===== src/rtl/dpp_pkg.sv =====
// Shared types and constants for the depth pixel to point block.
// No dependencies.
package dpp_pkg;

    // Configuration register indexes
    typedef enum logic [2:0] {
        CFG_IMAGE_WIDTH  = 3'd0,
        CFG_IMAGE_HEIGHT = 3'd1,
        CFG_FOCAL_LENGTH = 3'd2,
        CFG_MIN_DEPTH    = 3'd3,
        CFG_MAX_DEPTH    = 3'd4
    } t_cfg_idx;

    localparam int DEPTH_W  = 16;
    localparam int SIZE_W   = 13;
    localparam int FOCAL_W  = 12;
    localparam int HALF_W   = 12;
    localparam int RESULT_W = 16;

    // Per-transaction side information carried down the pipeline
    typedef struct packed {
        logic kept;
        logic neg_x;
        logic neg_y;
    } t_meta;

endpackage


===== src/rtl/dpp_root_step.sv =====
// One bit of the rounded quotient n/sqrt(s), decided by shift-and-add only.
// Depends on dpp_pkg. Tracks A=(2q-1)^2*s and B=(2q-1)*s for the prefix q.
module dpp_root_step import dpp_pkg::*; #(
    parameter int K  = 0,
    parameter int SW = 26,
    parameter int TW = 58,
    parameter int CW = 62
) (
    input  logic                 i_clk,
    input  logic                 i_en,
    input  logic [SW-1:0]        i_s,
    input  logic [TW-1:0]        i_t,
    input  logic signed [CW-1:0] i_a,
    input  logic signed [CW-1:0] i_b,
    input  logic [RESULT_W-1:0]  i_q,
    output logic [SW-1:0]        o_s,
    output logic [TW-1:0]        o_t,
    output logic signed [CW-1:0] o_a,
    output logic signed [CW-1:0] o_b,
    output logic [RESULT_W-1:0]  o_q
);
    logic signed [CW-1:0] n_cand;
    logic                 n_take;

    // Try setting bit K: (2q-1+2^(K+1))^2*s against 4n^2
    always_comb begin
        n_cand = i_a + (i_b <<< (K + 2)) + (CW'(i_s) << (2 * K + 2));
        n_take = (n_cand <= $signed(CW'(i_t)));
    end

    always_ff @(posedge i_clk) begin
        if (i_en) begin
            o_s <= i_s;
            o_t <= i_t;
            if (n_take) begin
                o_a    <= n_cand;
                o_b    <= i_b + (CW'(i_s) << (K + 1));
                o_q    <= i_q | (RESULT_W'(1) << K);
            end else begin
                o_a    <= i_a;
                o_b    <= i_b;
                o_q    <= i_q;
            end
        end
    end

endmodule


===== config.mk =====
export PLATFORM = sky130hd
export DESIGN_NAME = dpp_root_step
export DESIGN_NICKNAME = d
export VERILOG_FILES = /design/src/rtl/dpp_pkg.sv /design/src/rtl/dpp_root_step.sv
export SDC_FILE = /design/constraint.sdc
export NUM_CORES = 1
export LEC_CHECK = 0
export BUFFER_PORTS_ARGS = -buffer_cell sky130_fd_sc_hd__buf_2
export CAP_MARGIN = 20
export CORE_AREA = 3 3 174 176
export CTS_CLUSTER_DIAMETER = 120
export DETAILED_ROUTE_END_ITERATION = 16
export DIE_AREA = 0 0 177 179
export PLACE_DENSITY_LB_ADDON = 0.1
export RECOVER_POWER = 50
export SETUP_SLACK_MARGIN = 0.4
export SLEW_MARGIN = 20
export SYNTH_ARGS = -nofsm -noshare
export SYNTH_HDL_FRONTEND = slang
export SYNTH_SLANG_ARGS = --single-unit

===== constraint.sdc =====
create_clock -name i_clk -period 13.1 [get_ports i_clk]
set_input_delay 1.31 -clock i_clk [delete_from_list [all_inputs] [get_ports i_clk]]
set_output_delay 1.31 -clock i_clk [all_outputs]
set_load 0.02 [all_outputs]

-- After elaboration in Yosys (flattened, before gate mapping)
Index checks and enable logic that the tools add are counted.
- register bits: 224
- input port bits: 226
- output and inout bits: 224
- logic and storage cells: 12
- add/subtract/negate cells: 3
- magnitude comparators: 1
- multiplexer cells: 2
- operators with widths (kind ; number):
    62-bit two-way mux ; 2
    62-bit by 27-bit adder with 62-bit output ; 1
    62-bit by 28-bit adder with 62-bit output ; 1
    62-bit adder ; 1
    62-bit by 59-bit <= comparator with 1-bit output ; 1

-- Depth between registers and ports, before layout
- word-level depth: 4
- mapped depth: 30
- depth with buffers taken out: 28

-- Least setup slack after synthesis
OpenSTA, ideal clock, no wires.
- path kind: input to register
- from: input port i_s[1]
- to: register o_b[10], data pin
- setup time: 260 ps
- arrival time: 6771 ps
- required time: 12840 ps
- slack: 6069 ps
- stages: 26
- buffers on the path: 1
- path through: inv_1 -> fa_1 -> inv_1 -> ha_1 -> inv_1 -> fa_1 -> nor2b_1 -> o211ai_1 -> a21bo_2 -> a21oi_1 -> o211ai_2 -> a211oi_2 -> nand2_1 -> o21ai_0 -> a31oi_1 -> xnor2_1 -> ha_1 -> nand4_1 -> or2_2 -> nor4_1 -> nand3_1 -> or4_1 -> a21oi_1 -> a31o_4 -> buf_6 -> mux2_4
- cells in the longest elaborated chain, start to end: 3
- elaborated cells between the ends (all ways): 4
- classes of those cells: add/sub: 2; order compare: 1; mux: 1
- RTL lines (element ; RTL line ; RTL):
    start, declared ; dpp_root_step.sv:11 ; input logic [SW-1:0] i_s,
    62-bit by 28-bit adder with 62-bit output ; dpp_root_step.sv:27 ; n_cand = i_a + (i_b <<< (K + 2)) + (CW'(i_s) << (2 * K + 2));
    62-bit by 59-bit <= comparator with 1-bit output ; dpp_root_step.sv:28 ; n_take = (n_cand <= $signed(CW'(i_t)));
    62-bit two-way mux * ; dpp_root_step.sv:35 ; if (n_take) begin
    end signal, assigned ; dpp_root_step.sv:37 ; o_b <= i_b + (CW'(i_s) << (K + 1));
    end signal, assigned ; dpp_root_step.sv:41 ; o_b <= i_b;
    end, declared ; dpp_root_step.sv:19 ; output logic signed [CW-1:0] o_b,
Every way passes the cells marked *; elsewhere a longest branch is shown, timed or not.
A chain may end at the register's enable or synchronous reset.

-- Worst setup path after layout
- from: input port i_s[1]
- to: register o_b[13], data pin
Same word-level chain as after synthesis.

==> results.env <==
CTS_TREE='done'
MAPPEDNETLISTAREA_UM2=15800
UNREPAIRED_SETUP_ENDPOINTS_AFTER_GLOBAL_ROUTING='no'
BUFFERS_INSERTED_DURING_POST_CTS_SETUP_OPTIMIZATION=0
LIBRARY_CELL_WITH_THE_HIGHEST_INSTANCE_COUNT_AFTER_SYNTHESIS='sky130_fd_sc_hd__edfxtp_1'
CRITPATHMOSTFREQUENTCELL='sky130_fd_sc_hd__a21oi_1'
FILL_CELL_COUNT=2540
CTS_INSERTED_BUFFERS=26
SYNTH-SEQ-CELLS=224
SYNTHCELLS=1497
SETUP.WORST_PATH.START_CLASS='input pin'
SYNTH_TOP_AREA_SHARE=0.426
PERIOD_MINUS_SLACK_NS=8.94
CRITICAL_PATH_CLASS='input pin to flip-flop'
CTS.PATH.MAX_BUFFERS=3
POWER_REPORT.INTERNAL_TOTAL_uW=1740
MULTI_INPUT_AREA_UM2=8420
WORSTPATHMAXFANOUT=57
IO_PINS=450
HOLDCRITPATHCLASS='input pin to flip-flop'
GRT_MAX_DEGREE=85
WARNING_COUNT_FROM_THE_YOSYS_RUN=0
CTS_SINKS=224
OVERALL_DIE_WIDTH_UM=177
LAYOUT.NETS=2357
SETUP_WS_NS=4.16
GRT_PASS1_WL_MM=72.3
POST-ROUTE-CELL-AREA_UM2=18800
SYNTHTOLAYOUTAREAGROWTH_PCT=19.2
GRT_REMAINING_OVERFLOW=0
VIAS=13400
AREA.SEQUENTIAL_UM2=6730
ROUTED_WL_MM=48.4
CRITPATHREQUIREDTIME_NS=13.38
FIRST_PASS_ITERS=6
STARTING_DENSITY=0.549
SYNTH_EDF_COUNT=224
LAYOUT_WORST_PATH_CYCLE_SHARE=0.682
DIE-AREA_UM2=31700
MAX_CLOCK_FREQ_MHz=112
HOLDWS_NS=0.956
SYNTH_AREA_PER_CELL_UM2=10.6
HOLD_DEPTH=1
RELSLEWSLACK=-2.29
CRIT_BUF_INV=4
ROUTED_VIA_DENSITY=5.72
HOLD_START='i_q[15]'
CORE_AREA_UM2=28800
CP_SLOWEST_CELL='sky130_fd_sc_hd__a31o_4'
FIN_CELLS=2336
POWER_FRAC_SEQ=0.345
PLACE_HPWL_MM=39.0
SYNTH.CELLS.MOST_FREQUENT='sky130_fd_sc_hd__edfxtp_1, sky130_fd_sc_hd__nand2_1, sky130_fd_sc_hd__ha_1'
CTS_HOLD_BUF=0
VDD_IR_DROP_MAX_mV=0.123
PLACEDCELLCOUNT=2284
POWER.LEAKAGE_uW=0.00822
DIE_H_UM=179
CRIT_ARRIVAL_NS=9.22
FAILED_CHECKS='max-capacitance violations, max-slew violations'
SETUP_VIOLATIONS=0
SYNTH.DISTINCT_CELLS=74
CPLARGESTDELAYFAMILY='compound AO/OA/AOI/OAI gates'
H_TREE_LEVELS=1
CRIT_CELLS=25
SYN_NETS=1926
CP_SLOWEST_STAGE_DELAY_NS=0.78
POWER.SHARE.SWITCHING=0.380
PLACEMENT.IO_BUFFERS=449
CAP_VIOL_MAX_COUNT=1
RUN_STATUS='finished with violations'
POST-PLACE-WS_NS=3.72
STD_CELL_ROWS=62
SYNTH.LARGEST_AREA_CELL='sky130_fd_sc_hd__edfxtp_1'
CRITICAL_PATH_START='i_s[1]'
ROOT_BUFFER_CELL='sky130_fd_sc_hd__clkbuf_16'
YS_SEQ_AREA_FRAC=0.426
DRC=0
CLKSLEWWORSTSETUPHOLDPATHS_NS=0.06
TIMING.SETUP.TNS_NS=0
POWER.DENSITY_CELL_AREA_nW_PER_UM2=149
SYNTH_FF_TYPE='sky130_fd_sc_hd__edfxtp_1'
WL_PER_CELL_UM=20.7
DPL_CELL_AREA_UM2=18300
POSTCTSRESIZEDCELLS=0
DRIVE_GT1_FRAC=0.175
YOSYS-TOP-CELLS-AREA='sky130_fd_sc_hd__edfxtp_1, sky130_fd_sc_hd__ha_1, sky130_fd_sc_hd__nand2_1, sky130_fd_sc_hd__fa_1, sky130_fd_sc_hd__xnor2_1'
TOTAL_TRACK_USAGE=0.293
GLOBALPLACE.CONGESTION=0.952
TIGHTEST_PIN_TRANSITION_NS=4.94
DETAIL-ROUTE-ANTENNA-NETS=0
POWER.NET_SWITCHING_uW=1060
FIRST_ITER_VIOLATIONS=870
GRT_PASS1_VIAS=12900
POSTSYNTH.ASYNCRESETSHARE=0
CP-END-KIND='flip-flop'
SHARE_CLK_OF_TOTAL_POWER=0.253
FINAL_HOLD_VIOL_COUNT=0
ANTENNA_FOUND_INITIAL=4
SLEW_VIOL_FINAL=85
POWER_FRAC_COMB=0.402
worst paths after layout:
kind / end / slack (ns)
max: o_b[13] / 4.16
min: o_q[15] / 0.96
area by class of cell:
cell class,instances,area share
multi-input cells,1125,0.447
flip-flops and latches,224,0.357
repair buffers,455,0.106
clock buffers,31,0.0367
well taps,384,0.0255
inverters,96,0.0191
clock inverters,16,0.00744
diodes,5,0.000664
power groups by stage:
stage / Sequential, uW / Combinational (uW) / Clock [uW]
final: 966 / 1130 / 709
after global routing: 975 / 1230 / 753
after CTS: 962 / 1140 / 722
after detailed placement: 975 / 1140 / 0
after global placement: 974 / 1120 / 0
after floorplan: 1110 / 646 / 0
stage by stage:
step                total power, uW  utilization
floorplan                      1760            -
global placement               2100        0.635
detailed placement             2110        0.635
CTS                            2830        0.664
global route                   2960        0.654
finish                         2800        0.654
flip-flops by register name, summed over array words and instances, names as in the netlist:
register	flops
o_a	62
o_s	26
o_b	62
o_q	16
o_t	58
cell usage in the layout (no fill, tap or decap), types with 6 or more instances in the layout:
cell,Yosys,layout
sky130_fd_sc_hd__nor2_2,10,10
sky130_fd_sc_hd__fa_1,28,28
sky130_fd_sc_hd__nand2b_1,8,8
sky130_fd_sc_hd__buf_2,4,217
sky130_fd_sc_hd__o221ai_1,6,6
sky130_fd_sc_hd__a21oi_1,106,105
sky130_fd_sc_hd__inv_1,96,96
sky130_fd_sc_hd__nand4_1,45,45
sky130_fd_sc_hd__clkinv_1,0,6
sky130_fd_sc_hd__nand3_1,35,35
sky130_fd_sc_hd__nor3_2,13,13
sky130_fd_sc_hd__clkbuf_1,29,236
sky130_fd_sc_hd__and2_1,6,6
sky130_fd_sc_hd__a31oi_1,14,14
sky130_fd_sc_hd__o21ai_0,51,51
sky130_fd_sc_hd__ha_1,175,175
sky130_fd_sc_hd__mux2_4,15,15
sky130_fd_sc_hd__edfxtp_1,224,224
sky130_fd_sc_hd__nor3_1,10,10
sky130_fd_sc_hd__a21oi_2,13,14
sky130_fd_sc_hd__nor2_1,62,62
sky130_fd_sc_hd__and3_1,16,16
sky130_fd_sc_hd__buf_4,10,6
sky130_fd_sc_hd__xnor2_1,63,63
sky130_fd_sc_hd__o211ai_1,12,12
sky130_fd_sc_hd__o31ai_1,7,7
sky130_fd_sc_hd__o21bai_1,7,7
sky130_fd_sc_hd__nor2b_1,11,11
sky130_fd_sc_hd__a21o_1,47,47
sky130_fd_sc_hd__nand2_1,221,221
sky130_fd_sc_hd__a211oi_1,6,6
sky130_fd_sc_hd__xor2_1,50,50
sky130_fd_sc_hd__o21a_1,9,9
sky130_fd_sc_hd__or2_2,9,9
sky130_fd_sc_hd__clkbuf_16,0,27
cell families after synthesis:
group / share of synthesized area
AND/OR/NAND/NOR: 0.146
flip-flops: 0.426
AO/OA/AOI/OAI: 0.134
buffers and inverters: 0.0417
multiplexers: 0.0149
adder cells (fa/ha/maj): 0.174
XOR/XNOR: 0.0637
metal layers:
layer	GRT usage	part of all wire	routed length, um
met5	0	0	0
met4	0.0900	0.028	1380
met3	0.0582	0.087	4210
met2	0.491	0.47	22900
met1	0.387	0.41	19900
No activity file was read; power rests on OpenSTA's default activity.
